File: config.mk
export PLATFORM = sky130hd
export DESIGN_NAME = gcb_out
export DESIGN_NICKNAME = d
export VERILOG_FILES = /design/src/design/gcb_pkg.sv /design/src/design/gcb_out.sv
export SDC_FILE = /design/constraint.sdc
export NUM_CORES = 1
export LEC_CHECK = 0
export BUFFER_PORTS_ARGS = -buffer_cell sky130_fd_sc_hd__buf_2
export CAP_MARGIN = 10
export CORE_MARGIN = 4
export CORE_UTILIZATION = 60
export CTS_CLUSTER_SIZE = 24
export DETAILED_ROUTE_END_ITERATION = 6
export PLACE_DENSITY = 0.89
export SYNTH_ARGS = -nofsm -noshare
export SYNTH_HDL_FRONTEND = slang
export SYNTH_SLANG_ARGS = --single-unit
export TNS_END_PERCENT = 20
File: constraint.sdc
create_clock -name clk -period 19.95 [get_ports clk]
set_input_delay 2.9925 -clock clk [delete_from_list [all_inputs] [get_ports clk]]
set_output_delay 2.9925 -clock clk [all_outputs]
set_load 0.02 [all_outputs]
File: src/design/gcb_pkg.sv
// ----------------------------------------------------------------------------
// gcb_pkg
// Shared constants, types and elaboration-time tables for the gamma,
// contrast and brightness ramp pipeline.
// ----------------------------------------------------------------------------
`timescale 1ns / 1ps
`default_nettype none
package gcb_pkg;

  // Field and register widths
  localparam int LVL_W  = 8;
  localparam int VAL_W  = 16;
  localparam int REG_W  = 14;
  localparam int IDX_W  = 2;
  localparam int LVLS   = 1 << LVL_W;

  // Fixed-point formats
  localparam int FRAC_BITS = 12;
  localparam int LOG_FB    = 28;
  localparam int EXP_FB    = 30;
  localparam int R_W       = EXP_FB + 1;
  localparam int N_W       = 4;
  localparam int D_W       = 31;
  localparam int Q_W       = 32;
  localparam int DIV_STEPS = 4;
  localparam int DIV_STAGES = Q_W / DIV_STEPS;
  localparam int NUM_HI_W  = D_W + FRAC_BITS - Q_W;
  localparam int P24_W     = 25;
  localparam int PC_W      = P24_W + REG_W;
  localparam int ACC_W     = 56;
  localparam int PROD_SHIFT = 24 + FRAC_BITS;
  localparam int BC_SHIFT   = 39;
  localparam int V_W        = ACC_W - PROD_SHIFT;

  // Register bounds and reset values
  localparam int ONE      = 1 << FRAC_BITS;
  localparam int GAMMA_LO = ONE >> 1;
  localparam int GAMMA_HI = ONE * 3;
  localparam int TENTH    = (ONE + 5) / 10;
  localparam int CB_HI    = ONE * 2;

  localparam logic [REG_W-1:0] GAMMA_RST      = REG_W'(ONE);
  localparam logic [REG_W-1:0] CONTRAST_RST   = REG_W'(ONE);
  localparam logic [REG_W-1:0] BRIGHTNESS_RST = REG_W'(ONE);
  localparam logic             CLAMP_RST      = 1'b1;

  // Register indexes
  localparam logic [IDX_W-1:0] CFG_GAMMA      = 2'd0;
  localparam logic [IDX_W-1:0] CFG_CONTRAST   = 2'd1;
  localparam logic [IDX_W-1:0] CFG_BRIGHTNESS = 2'd2;
  localparam logic [IDX_W-1:0] CFG_CLAMP      = 2'd3;

  // Saturated configuration seen by the datapath
  typedef struct packed {
    logic [REG_W-1:0] gamma;
    logic [REG_W-1:0] contrast;
    logic [REG_W-1:0] brightness;
    logic             clamp;
  } cfg_t;

  // Beat leaving the divider: exponent split into integer and fraction
  typedef struct packed {
    logic [LVL_W-1:0]  lvl;
    logic [N_W-1:0]    n;
    logic [LOG_FB-1:0] f;
    logic [R_W-1:0]    r;
  } exp_pl_t;

  // Beat leaving the exp2 chain
  typedef struct packed {
    logic [LVL_W-1:0] lvl;
    logic [N_W-1:0]   n;
    logic [R_W-1:0]   r;
  } pow_pl_t;

  typedef logic [D_W-1:0] d_tbl_t [LVLS];
  typedef logic [R_W-1:0] c_tbl_t [LOG_FB];

  function automatic logic [63:0] isqrt64(input logic [63:0] xin);
    logic [63:0] x;
    logic [63:0] r;
    logic [63:0] b;
    x = xin;
    r = '0;
    b = 64'd1 << 62;
    while (b > x) b = b >> 2;
    while (b != 0) begin
      if (x >= r + b) begin
        x = x - (r + b);
        r = (r >> 1) + b;
      end else begin
        r = r >> 1;
      end
      b = b >> 2;
    end
    return r;
  endfunction

  // log2 of 1..255 in Q28 by repeated squaring
  function automatic logic [63:0] log2_q28(input int n);
    int e;
    logic [63:0] m;
    logic [63:0] res;
    e = 0;
    for (int k = 1; k < 8; k++) begin
      if ((n >> k) != 0) e = k;
    end
    m   = 64'(n) << (EXP_FB - e);
    res = 64'(e) << LOG_FB;
    for (int k = 1; k <= LOG_FB; k++) begin
      m = (m * m) >> EXP_FB;
      if (m >= (64'd1 << (EXP_FB + 1))) begin
        m   = m >> 1;
        res = res | (64'd1 << (LOG_FB - k));
      end
    end
    return res;
  endfunction

  // log2(255) - log2(level), clipped at zero
  function automatic d_tbl_t build_d_tbl();
    d_tbl_t t;
    logic [63:0] lt;
    logic [63:0] li;
    lt = log2_q28(255);
    for (int i = 0; i < LVLS; i++) begin
      if (i == 0) begin
        t[i] = '0;
      end else begin
        li   = log2_q28(i);
        t[i] = (li > lt) ? '0 : D_W'(lt - li);
      end
    end
    return t;
  endfunction

  // Factors 2^-(2^-(k+1)) in Q30
  function automatic c_tbl_t build_c_tbl();
    c_tbl_t t;
    logic [63:0] c;
    c = 64'd1 << (EXP_FB - 1);
    for (int k = 0; k < LOG_FB; k++) begin
      c    = isqrt64(c << EXP_FB);
      t[k] = R_W'(c);
    end
    return t;
  endfunction

  localparam d_tbl_t D_TBL = build_d_tbl();
  localparam c_tbl_t C_TBL = build_c_tbl();

endpackage
`default_nettype wire

File: src/design/gcb_out.sv
// ----------------------------------------------------------------------------
// gcb_out
// Power rounding, contrast scaling, brightness offset, band clamp, saturate.
// ----------------------------------------------------------------------------
`timescale 1ns / 1ps
`default_nettype none
module gcb_out (
  input  wire                        clk,
  input  wire                        rst_n,
  input  gcb_pkg::cfg_t              cfg,
  input  wire                        in_valid,
  output logic                       in_ready,
  input  gcb_pkg::pow_pl_t           in_data,
  output logic                       out_valid,
  input  wire                        out_ready,
  output logic [gcb_pkg::VAL_W-1:0]  out_value
);

  logic [2:0] vld_r;
  logic [2:0] en;

  logic [gcb_pkg::LVL_W-1:0] lvl1_r, lvl2_r;
  logic [gcb_pkg::P24_W-1:0] p24_r, p24_nxt;
  logic [gcb_pkg::PC_W-1:0]  pc_r;
  logic [gcb_pkg::VAL_W-1:0] val_r, val_nxt;

  logic [gcb_pkg::R_W-1:0]         shr;
  logic signed [gcb_pkg::ACC_W-1:0] acc;
  logic signed [gcb_pkg::REG_W:0]   bc;
  logic signed [gcb_pkg::V_W-1:0]   v;
  logic signed [gcb_pkg::V_W-1:0]   base;
  logic signed [gcb_pkg::V_W-1:0]   hi;
  logic signed [gcb_pkg::V_W-1:0]   lo;
  logic signed [gcb_pkg::V_W-1:0]   vc;

  assign en[2] = !vld_r[2] || out_ready;
  assign en[1] = !vld_r[1] || en[2];
  assign en[0] = !vld_r[0] || en[1];
  assign in_ready = en[0];

  always_ff @(posedge clk) begin
    if (!rst_n) begin
      vld_r <= '0;
    end else begin
      if (en[0]) vld_r[0] <= in_valid;
      if (en[1]) vld_r[1] <= vld_r[0];
      if (en[2]) vld_r[2] <= vld_r[1];
    end
  end

  // Stage 1: integer part of exponent as a shift, round Q30 to Q24; level zero is zero
  always_comb begin
    shr     = in_data.r >> in_data.n;
    p24_nxt = gcb_pkg::P24_W'((gcb_pkg::R_W'(shr) + gcb_pkg::R_W'(32)) >> 6);
    if (in_data.lvl == '0) p24_nxt = '0;
  end

  always_ff @(posedge clk) begin
    if (en[0]) begin
      p24_r  <= p24_nxt;
      lvl1_r <= in_data.lvl;
    end
  end

  // Stage 2: power times contrast
  always_ff @(posedge clk) begin
    if (en[1]) begin
      pc_r   <= gcb_pkg::PC_W'(p24_r) * gcb_pkg::PC_W'(cfg.contrast);
      lvl2_r <= lvl1_r;
    end
  end

  // Stage 3: times 65535, add brightness offset, round, clamp
  always_comb begin
    bc  = $signed({1'b0, cfg.brightness}) - $signed({1'b0, cfg.contrast});
    acc = $signed({1'b0, pc_r, 16'b0})
        - $signed({{(gcb_pkg::ACC_W-gcb_pkg::PC_W){1'b0}}, pc_r})
        + $signed({{(gcb_pkg::ACC_W-gcb_pkg::BC_SHIFT-gcb_pkg::REG_W-1){bc[gcb_pkg::REG_W]}},
                   bc, {gcb_pkg::BC_SHIFT{1'b0}}})
        + (gcb_pkg::ACC_W'(1) << (gcb_pkg::PROD_SHIFT - 1));
    v    = acc[gcb_pkg::ACC_W-1 -: gcb_pkg::V_W];
    base = $signed({{(gcb_pkg::V_W-gcb_pkg::LVL_W-8){1'b0}}, lvl2_r, 8'b0});
    hi   = base + gcb_pkg::V_W'(32768);
    lo   = base - gcb_pkg::V_W'(32768);
    vc   = v;
    if (cfg.clamp) begin
      if (vc > hi) vc = hi;
      if (vc < lo) vc = lo;
    end
    if (vc < 0) begin
      val_nxt = '0;
    end else if (vc > gcb_pkg::V_W'(65535)) begin
      val_nxt = '1;
    end else begin
      val_nxt = vc[gcb_pkg::VAL_W-1:0];
    end
  end

  always_ff @(posedge clk) begin
    if (en[2]) val_r <= val_nxt;
  end

  assign out_valid = vld_r[2];
  assign out_value = val_r;

endmodule
`default_nettype wire

==> results by group, run 1 <==
Outcome
  • Status: finished clean

STA
  • Fmax: 81.7 MHz
  • Setup violators final: 0
  • RSZ-0062 raised after global routing: no
  • Sum Neg Setup Slack: 0 ns
  • Final Hold Fails: 0
  • Tmin final: 12.25 ns
  • Slew HR: 30.0%
  • Final worst slack: 7.70 ns
  • Count of pins over their slew limit: 0
  • Worst Max-Slew Pin Slew: 1.05 ns
  • Skew final: 0.0190 ns
  • Final period util: 61.4%

Clocking
  • PostCTS Resize Cnt: 0
  • Clk sinks: 99
  • Post-CTS Setup Inserts: 0
  • CTS tree: yes
  • Clk buf depth: 2
  • CTS Hold Bufs: 0
  • Root Driver: clkbuf_16
  • Cts bufs inserted: 9
  • Clk Latency, worst-skew pair: 0.37 ns
  • Htree depth: 3
  • Clk slew on worst S/H paths: 0.08 ns

Global routing
  • Vias in the first global route: 16,094
  • Global route total overflow: 0
  • Largest net degree at the start of global routing: 48
  • First-pass GRT wire length: 75.9 mm
  • GRT Util Overall: 26.1%
  • Initial antenna violation count: 0

Routing
  • DRT antenna net count: 0
  • WL final: 45.2 mm
  • DRC violations left: 0
  • Initial drt markers: 914
  • Routed len/inst: 18.2 um
  • Drt pass-1 iters: 5
  • Vias per cell: 6.03
  • Vias: 14,955

Setup path
  • Crit Path Class: input pin to flip-flop
  • CP required: 20.01 ns
  • Critical-path maximum fanout: 26
  • Worst Setup End Kind: flip-flop
  • WP data arrival: 12.30 ns
  • CP peak stage delay: 0.85 ns
  • Top cell family by delay on the critical path: compound AO/OA/AOI/OAI gates
  • Startpoint Class: input pin
  • Worst path most repeated cell: o21ai_0
  • Worst path bufs/invs: 5
  • Slowest cell on the critical path: a311oi_2

Yosys
  • Post-synth top flop: edfxtp_1
  • Distinct cells, synth: 81
  • Mean Syn Cell Area: 9.38 sq um
  • Async SR Flop Fraction: 0%
  • Yosys top cell area share: 28.5%
  • Number of synthesized flops with an enable pin: 96
  • Post-synth top area cell: fa_1
  • Sequential-to-total area share from yosys stat: 15.3%
  • Most common cell in the netlist: inv_1
  • Most common library cells after synthesis: 331 x inv_1, 274 x fa_1, 256 x nand2_1, 215 x ha_1, 164 x and2_1
  • Post-Syn Nets: 2,630
  • Area contributors post-synth: fa_1 29%, edfxtp_1 15%, ha_1 14%
  • Synthesized area: 19,200 sq um
  • FF+latch count, synth: 99
  • Synth Warn #: 0
  • Synthesized instance count: 2,051

Die
  • Core Rows: 65
  • Width of the die: 187 um
  • Core box area: 31,600 sq um
  • Chip height: 187 um
  • Starting Density: 60.9%
  • # IOs: 108
  • Die area: 35,000 sq um

Cells and area
  • Share of cells above drive strength 1: 7.89%
  • FILL cells: 2,486
  • Multi-input combinational cell area: 14,700 sq um
  • Register Area: 2940 sq um
  • P&R area growth vs syn: 5.10%
  • Final #Nets: 2,653
  • Final Util: 64.0%

Run
  • Max cap viols: 0

Place
  • IO buf count: 88
  • Routability cong.: 0.928
  • DP Worst Slack: 7.69 ns
  • Post-DP HPWL: 36.9 mm

Min path
  • Hold Path Class: flip-flop to flip-flop
-- routing by layer --
metal  part of all wire (%)  track usage, %  vias to the layer above  routed length (um)
met5                      0               0                        -                   0
met4                    3.3            9.81                        0                1500
met3                    5.9            3.77                      132                2660
met2                     52            47.5                      586               23500
met1                     39            31.6                     7439               17500
li1                       -               -                     6798                   -
-- registers in the layout (all words and copies together), names as in the netlist --
signal / cells
out_value: 16
p24_r: 25
lvl1_r: 8
lvl2_r: 8
pc_r: 39
vld_r: 3
-- final timing paths --
path              cells after the start                           to           startpoint  slack (ns)
setup / recovery                     46  out_value[14]$_SDFFCE_PN0P_              cfg[16]        7.70
hold / removal                        0          lvl2_r[1]$_DFFE_PP_  lvl1_r[1]$_DFFE_PP_        0.42
setup reg to reg                     36  out_value[14]$_SDFFCE_PN0P_   pc_r[14]$_DFFE_PP_       10.89
hold reg to reg                       0          lvl2_r[1]$_DFFE_PP_  lvl1_r[1]$_DFFE_PP_        0.42
-- final cells by class --
class / instances / share of cell area, %
multi-input combinational: 1541 / 72.9
antenna: 1 / 0.0124
tap: 402 / 2.49
sequential: 99 / 14.6
clock inverter: 7 / 0.452
timing repair buffer: 91 / 2.29
inverter: 332 / 6.17
clock buffer: 9 / 1.11
-- cells in the final DEF (no fill, tap or decap), drive strengths merged, types with 44 or more instances in the layout --
cell type / synthesis / routed
o21ai: 73 / 73
inv: 332 / 335
fa: 274 / 274
xnor2: 44 / 44
and2: 164 / 164
a21oi: 75 / 75
ha: 215 / 215
nor2: 84 / 84
buf: 9 / 91
nand2: 256 / 256
edfxtp: 96 / 96
-- logic make-up (layout without fill, tap and decap cells) --
group / after synthesis / count (layout) / share of synthesized area (%)
AND/OR/NAND/NOR: 648 / 648 / 16.5
flip-flops: 99 / 99 / 15.3
multiplexers: 52 / 52 / 4.49
adder cells (fa/ha/maj): 489 / 489 / 42.5
XOR/XNOR: 70 / 70 / 3.19
other: 0 / 1 / 0
buffers and inverters: 411 / 439 / 8.10
AO/OA/AOI/OAI: 282 / 282 / 9.86
-- stage by stage --
stage	instances	instance area [sq um]	hold WS [ns]
after global routing	2481	20200	0.436
after floorplan	2051	19200	0.400
final	2482	20200	0.424
after global placement	2464	19900	0.407
after CTS	2480	20200	0.425
after detailed placement	2464	19900	0.405
Power of run 1 is not shown: default switching activity piles up to over one toggle a cycle in this logic, so the estimate is an artifact.
==> run 2, diff against run 1 <==
--- a/config.mk
+++ b/config.mk
@@ -5,13 +5,14 @@
 export SDC_FILE = /design/constraint.sdc
 export NUM_CORES = 1
 export LEC_CHECK = 0
+export ABC_AREA = 1
 export BUFFER_PORTS_ARGS = -buffer_cell sky130_fd_sc_hd__buf_2
 export CAP_MARGIN = 10
 export CORE_MARGIN = 4
 export CORE_UTILIZATION = 60
 export CTS_CLUSTER_SIZE = 24
 export DETAILED_ROUTE_END_ITERATION = 6
-export PLACE_DENSITY = 0.89
+export PLACE_DENSITY = 0.88
 export SYNTH_ARGS = -nofsm -noshare
 export SYNTH_HDL_FRONTEND = slang
 export SYNTH_SLANG_ARGS = --single-unit
==> constraint.sdc (replaced) <==
create_clock -name clk -period 11.3 [get_ports clk]
set_input_delay 1.695 -clock clk [delete_from_list [all_inputs] [get_ports clk]]
set_output_delay 1.695 -clock clk [all_outputs]
set_load 0.02 [all_outputs]
==> run 2 against run 1 <==
Critical path depth decreased by 1. Final area up 7.3%. Clock skew shrank 0.012 ns. Die area is 7.2% higher. Synthesized area up 7.5%. Critical path type unchanged. Core utilization up 0.17 points. Count of clock-buffer cells in the layout stayed put. Routed wire length up 15%. Global-route usage rose by 2.3 points. First-iteration DRC count is 30% higher.
==> results by group, run 2 <==
Yosys
  • Sequential-to-total area share from yosys stat: 14.2% (was 15.3%)
  • Synthesized area: 20,700 sq um (was 19,200 sq um)
  • Most common library cells after synthesis: 766 x nand2_1, 629 x inv_1, 274 x fa_1, 215 x ha_1, 137 x nor2_1 (was 331 x inv_1, 274 x fa_1, 256 x nand2_1, 215 x ha_1, 164 x and2_1)
  • Post-Syn Nets: 3,354 (was 2,630)
  • Number of synthesized flops with an enable pin: 96 (unchanged)
  • Most common cell in the netlist: nand2_1 (was inv_1)
  • Mean Syn Cell Area: 7.45 sq um (was 9.38 sq um)
  • Post-synth top flop: edfxtp_1 (unchanged)
  • Post-synth top area cell: fa_1 (unchanged)
  • Area contributors post-synth: fa_1 27%, edfxtp_1 14%, nand2_1 14% (was fa_1 29%, edfxtp_1 15%, ha_1 14%)
  • Async SR Flop Fraction: 0% (unchanged)
  • FF+latch count, synth: 99 (unchanged)
  • Yosys top cell area share: 26.5% (was 28.5%)
  • Distinct cells, synth: 56 (was 81)
  • Synth Warn #: 0 (unchanged)
  • Synthesized instance count: 2,775 (was 2,051)

STA
  • Tmin final: 9.69 ns
  • Count of pins over their slew limit: 0 (unchanged)
  • Slew HR: 25.6% (was 30.0%)
  • Sum Neg Setup Slack: 0 ns (unchanged)
  • Skew final: 0.00715 ns (was 0.0190 ns)
  • Final period util: 85.8%
  • RSZ-0062 raised after global routing: no (unchanged)
  • Worst Max-Slew Pin Slew: 1.09 ns (was 1.05 ns)
  • Final Hold Fails: 0 (unchanged)
  • Setup violators final: 0 (unchanged)
  • Fmax: 103 MHz

Cells and area
  • Leading cell type in the layout, fill and taps excluded: nand2_1 (was inv_1)
  • # diodes: 0 (was 1)
  • Most frequent cells in the layout: 766 x nand2_1, 629 x inv_1, 274 x fa_1 (was 331 x inv_1, 274 x fa_1, 255 x nand2_1)
  • Max reg flops: 39 (unchanged)
  • Final #Nets: 3,368 (was 2,653)
  • P&R area growth vs syn: 4.91% (was 5.10%)
  • Share of cells above drive strength 1: 6.01% (was 7.89%)
  • Most flop-heavy register: pc_r (unchanged)

Clocking
  • Cts bufs inserted: 9 (unchanged)
  • Clk buf depth: 2 (unchanged)
  • CTS Hold Bufs: 0 (unchanged)
  • CTS tree: yes (unchanged)
  • Clk Latency, worst-skew pair: 0.37 ns (about the same)
  • Post-CTS Setup Inserts: 0 (unchanged)
  • Clk sinks: 99 (unchanged)
  • Clk slew on worst S/H paths: 0.07 ns (was 0.08 ns)
  • PostCTS Resize Cnt: 0 (unchanged)
  • Root Driver: clkbuf_16 (unchanged)
  • Htree depth: 3 (unchanged)

Routing
  • DRC violations left: 0 (unchanged)
  • Vias: 18,084 (was 14,955)
  • DRT antenna net count: 0 (unchanged)
  • Routed len/inst: 16.1 um (was 18.2 um)
  • Initial drt markers: 1,184 (was 914)
  • Vias per cell: 5.58 (was 6.03)
  • Drt pass-1 iters: 5 (unchanged)
  • WL final: 52.1 mm (was 45.2 mm)

Setup path
  • Crit Path Class: input pin to flip-flop (unchanged)
  • Critical-path maximum fanout: 26 (unchanged)
  • Worst Setup End Kind: flip-flop (unchanged)
  • Startpoint Class: input pin (unchanged)
  • CP required: 11.42 ns (was 20.01 ns)
  • WP data arrival: 9.81 ns (was 12.30 ns)
  • Slowest cell on the critical path: a2111oi_0 (was a311oi_2)
  • CP peak stage delay: 0.86 ns (was 0.85 ns)

Global routing
  • Initial antenna violation count: 0 (unchanged)
  • Global route total overflow: 0 (unchanged)
  • First-pass GRT wire length: 88.5 mm (was 75.9 mm)
  • Largest net degree at the start of global routing: 40 (was 48)
  • Vias in the first global route: 19,026 (was 16,094)
  • GRT Util Overall: 28.4% (was 26.1%)

Place
  • Post-DP HPWL: 43.7 mm (was 36.9 mm)
  • IO buf count: 88 (unchanged)
  • Routability cong.: 0.986 (was 0.928)

Die
  • Starting Density: 61.2% (was 60.9%)
  • Core box area: 33,800 sq um (was 31,600 sq um)
  • Chip height: 194 um (was 187 um)
  • Core Rows: 67 (was 65)
  • # IOs: 108 (unchanged)
  • Width of the die: 194 um (was 187 um)
  • Die area: 37,500 sq um (was 35,000 sq um)

Outcome
  • Status: finished clean (unchanged)

Min path
  • Hold Path Class: flip-flop to flip-flop (unchanged)

Run
  • Max cap viols: 0 (unchanged)
-- run 2: cell types whose count changed in the layout (fill, tap and decap cells not counted), moves of 15 or more --
| cell | previous run | this run |
|---|---|---|
| inv_1 | 331 | 629 |
| nand3_1 | 30 | 99 |
| nand2b_1 | 15 | 0 |
| nand2_1 | 255 | 766 |
| mux4_2 | 27 | 0 |
| mux2i_1 | 21 | 3 |
| and2_1 | 164 | 7 |
| xnor2_1 | 44 | 20 |
| nor2_1 | 84 | 137 |
| a21o_1 | 25 | 3 |
| a21oi_1 | 73 | 120 |
| nand4_1 | 13 | 31 |
-- run 2: per-stage QoR --
stage                     cell area [sq um]  util [%]  std cells  hold slack (ns)  setup WS (ns)
after floorplan                       20700         -       2775            0.400           2.22
after global placement                21400      63.2       3226            0.403           1.48
after detailed placement              21400      63.2       3226            0.410           1.34
after CTS                             21700      64.2       3242            0.426           1.72
after global routing                  21700      64.2       3242            0.437          0.807
final                                 21700      64.2       3242            0.425           1.61
-- run 2: final timing paths --
kind,slack (ns),endpoint,from,cells after the start
setup / recovery,1.61,out_value[15]$_SDFFCE_PN0P_,cfg[18],45
hold reg to reg,0.43,lvl2_r[3]$_DFFE_PP_,lvl1_r[3]$_DFFE_PP_,0
hold / removal,0.43,lvl2_r[3]$_DFFE_PP_,lvl1_r[3]$_DFFE_PP_,0
setup reg to reg,3.98,out_value[15]$_SDFFCE_PN0P_,pc_r[35]$_DFFE_PP_,36
-- run 2: per-layer routing --
layer | wire length (um) | up-vias | global-route usage, %
li1 | - | 8520 | -
met4 | 2310 | 0 | 11.9
met2 | 26000 | 702 | 50.5
met3 | 3300 | 180 | 4.74
met1 | 20500 | 8682 | 34.3
met5 | 0 | - | 0
-- run 2: cell families (layout without fill, tap and decap cells) --
group | after synthesis | in the layout | synth area share (%)
simple gates | 1120 | 1120 | 22.6
buf+inv | 730 | 749 | 13.4
fa+ha+maj | 489 | 489 | 39.5
compound gates | 276 | 276 | 7.61
flops | 99 | 99 | 14.2
xor+xnor | 58 | 58 | 2.46
mux | 3 | 3 | 0.145
-- run 2: area by class of cell --
cell class,instances,area [sq um]
multi-input cells,1946,15000
fillers,2845,12100
flip-flops and latches,99,2940
inverters,637,2390
well taps,448,561
repair buffers,96,500
clock buffers,9,225
clock inverters,7,116
-- run 2: critical path: cells and delay by family --
family	cells	cell delay, ns
xor+xnor	2	0.39
fa+ha+maj	5	1.60
compound gates	11	2.34
buf+inv	7	1.07
simple gates	20	2.71
Power of run 2 is left out for the same reason.
==> run 3, diff against run 2 <==
--- a/config.mk
+++ b/config.mk
@@ -12,7 +12,7 @@
 export CORE_UTILIZATION = 60
 export CTS_CLUSTER_SIZE = 24
 export DETAILED_ROUTE_END_ITERATION = 6
-export PLACE_DENSITY = 0.88
+export PLACE_DENSITY = 0.84
 export SYNTH_ARGS = -nofsm -noshare
 export SYNTH_HDL_FRONTEND = slang
 export SYNTH_SLANG_ARGS = --single-unit
==> run 3 against run 2 <==
Critical path depth is 3 higher. Core utilization is 0.23 points lower. Die area stayed put. Count of clock-buffer cells in the layout stayed put. Clock skew is 0.0030 ns higher. Setup slack worse by 0.11 ns. Sequential cell count stayed put. Final cell count hardly changed. Hold slack worse by 0.0045 ns. Critical path type unchanged. Highest routed layer is now met5.
==> results by group, run 3 (synthesized netlist as in run 2, its figures left out) <==
Outcome
  • Status: finished clean (unchanged)

Setup path
  • WP data arrival: 9.92 ns (was 9.81 ns)
  • RR Endpoint: out_value[15]$_SDFFCE_PN0P_ (unchanged)
  • Crit Path Class: input pin to flip-flop (unchanged)
  • R2R depth: 35 (was 36)
  • Worst r2r src: pc_r[22]$_DFFE_PP_ (was pc_r[35]$_DFFE_PP_)
  • CP peak stage delay: 0.80 ns (was 0.86 ns)
  • Slowest cell on the critical path: a2111oi_0 (unchanged)
  • Top cell family by delay on the critical path: simple AND/OR/NAND/NOR gates (unchanged)
  • Worst Setup End Kind: flip-flop (unchanged)
  • Worst Setup SP: cfg[16] (was cfg[18])
  • Critical-path maximum fanout: 26 (unchanged)
  • Worst path most repeated cell: a21oi_1
  • Flop-to-flop setup slack: 4.12 ns (was 3.98 ns)
  • Critical Path End: out_value[15]$_SDFFCE_PN0P_ (unchanged)
  • WP depth: 48 (was 45)
  • CP required: 11.41 ns (was 11.42 ns)
  • Startpoint Class: input pin (unchanged)
  • Worst path bufs/invs: 8 (was 7)

Global routing
  • GRT Util Overall: 27.3% (was 28.4%)
  • Global route total overflow: 0 (unchanged)
  • Vias in the first global route: 18,444 (was 19,026)
  • Largest net degree at the start of global routing: 48 (was 40)
  • Initial antenna violation count: 1 (was 0)
  • First-pass GRT wire length: 85.6 mm (was 88.5 mm)

Place
  • IO buf count: 88 (unchanged)
  • Post-DP HPWL: 42.1 mm (was 43.7 mm)
  • DP Worst Slack: 1.23 ns (was 1.34 ns)
  • Routability cong.: 1.02 (was 0.986)

Clocking
  • Clk Latency, worst-skew pair: 0.37 ns (about the same)
  • Cts bufs inserted: 9 (unchanged)
  • Post-CTS Setup Inserts: 0 (unchanged)
  • CTS tree: yes (unchanged)
  • CTS Hold Bufs: 0 (unchanged)
  • Clk slew on worst S/H paths: 0.07 ns (about the same)
  • Htree depth: 3 (unchanged)
  • PostCTS Resize Cnt: 0 (unchanged)
  • Clk buf depth: 2 (unchanged)
  • Root Driver: clkbuf_16 (unchanged)
  • Clk sinks: 99 (unchanged)

STA
  • RSZ-0062 raised after global routing: no (unchanged)
  • Tmin final: 9.80 ns (was 9.69 ns)
  • Worst Max-Slew Pin Slew: 1.03 ns (was 1.09 ns)
  • Setup violators final: 0 (unchanged)
  • Slew HR: 29.6% (was 25.6%)
  • Skew final: 0.0101 ns (was 0.00715 ns)
  • Final Hold Fails: 0 (unchanged)
  • Final period util: 86.8% (was 85.8%)
  • Final worst slack: 1.50 ns (was 1.61 ns)
  • Fmax: 102 MHz (was 103 MHz)
  • Count of pins over their slew limit: 0 (unchanged)
  • Sum Neg Setup Slack: 0 ns (unchanged)

Routing
  • Vias per cell: 5.46 (was 5.58)
  • DRC violations left: 0 (unchanged)
  • Drt pass-1 iters: 5 (unchanged)
  • DRT antenna net count: 0 (unchanged)
  • WL final: 49.7 mm (was 52.1 mm)
  • Initial drt markers: 1,155 (was 1,184)
  • Routed len/inst: 15.3 um (was 16.1 um)
  • Vias: 17,712 (was 18,084)

Cells and area
  • # diodes: 0 (unchanged)
  • Leading cell type in the layout, fill and taps excluded: nand2_1 (unchanged)
  • Max reg flops: 39 (unchanged)
  • FILL cells: 2,937 (was 2,845)
  • P&R area growth vs syn: 4.53% (was 4.91%)
  • Share of cells above drive strength 1: 5.94% (was 6.01%)
  • Multi-input combinational cell area: 15,000 sq um (unchanged)
  • Register Area: 2940 sq um (unchanged)
  • Most flop-heavy register: pc_r (unchanged)
  • Final #Nets: 3,367 (was 3,368)
  • Most frequent cells in the layout: 766 x nand2_1, 628 x inv_1, 274 x fa_1 (was 766 x nand2_1, 629 x inv_1, 274 x fa_1)

Die
  • Starting Density: 61.2% (unchanged)
  • Core box area: 33,800 sq um (unchanged)
  • Width of the die: 194 um (unchanged)
  • # IOs: 108 (unchanged)
  • Core Rows: 67 (unchanged)
  • Chip height: 194 um (unchanged)
  • Die area: 37,500 sq um (unchanged)

Min path
  • Hold Path Class: flip-flop to flip-flop (unchanged)

Run
  • Max cap viols: 0 (unchanged)
run 3: cell count changes in the layout (fill, tap and decap cells not counted), sizes merged:
| cell | before | now |
|---|---|---|
| clkinvlp | 3 | 2 |
| inv | 636 | 635 |
| clkinv | 2 | 7 |
| buf | 96 | 95 |
| bufinv | 3 | 0 |
run 3: layout make-up:
class | count | area share, %
clock inverters | 7 | 0.208
multi-input cells | 1946 | 69.2
flip-flops and latches | 99 | 13.6
inverters | 637 | 11.1
repair buffers | 95 | 2.28
clock buffers | 9 | 1.04
well taps | 448 | 2.59
run 3: how the worst min path moves through the flow:
| stage | depth (start not counted) | end | start | slack [ns] |
|---|---|---|---|---|
| after floorplan | 0 | lvl2_r[0]$_DFFE_PP_ | lvl1_r[0]$_DFFE_PP_ | 0.40 |
| after global placement | 0 | lvl2_r[4]$_DFFE_PP_ | lvl1_r[4]$_DFFE_PP_ | 0.41 |
| after detailed placement | 0 | lvl2_r[2]$_DFFE_PP_ | lvl1_r[2]$_DFFE_PP_ | 0.40 |
| after CTS | 0 | lvl2_r[3]$_DFFE_PP_ | lvl1_r[3]$_DFFE_PP_ | 0.42 |
| after global routing | 0 | lvl2_r[2]$_DFFE_PP_ | lvl1_r[2]$_DFFE_PP_ | 0.42 |
| final | 0 | lvl2_r[3]$_DFFE_PP_ | lvl1_r[3]$_DFFE_PP_ | 0.42 |
run 3: per-layer routing:
metal | share of wire (%) | track usage (%)
met4 | 3.4 | 10.6
met1 | 41 | 35.0
met3 | 6.5 | 4.19
met2 | 49 | 47.0
met5 | 0.026 | 0
run 3: worst register-to-register path: cells and delay by family, from the launching register on:
family	cells	cell delay (ns)
and+or+nand+nor	23	3.55
DFF	1	0.47
buffers and inverters	3	0.32
adders and majority gates	4	1.31
AOI/OAI and AO/OA	5	1.28
run 3: stage by stage:
step / utilization [%] / cells / hold slack (ns) / area [sq um]
final: 64.0 / 3241 / 0.421 / 21600
after floorplan: - / 2775 / 0.400 / 20700
after global routing: 64.0 / 3241 / 0.424 / 21600
after CTS: 64.0 / 3241 / 0.420 / 21600
after global placement: 63.2 / 3225 / 0.405 / 21300
after detailed placement: 63.2 / 3225 / 0.405 / 21300
Power of run 3 is left out for the same reason.
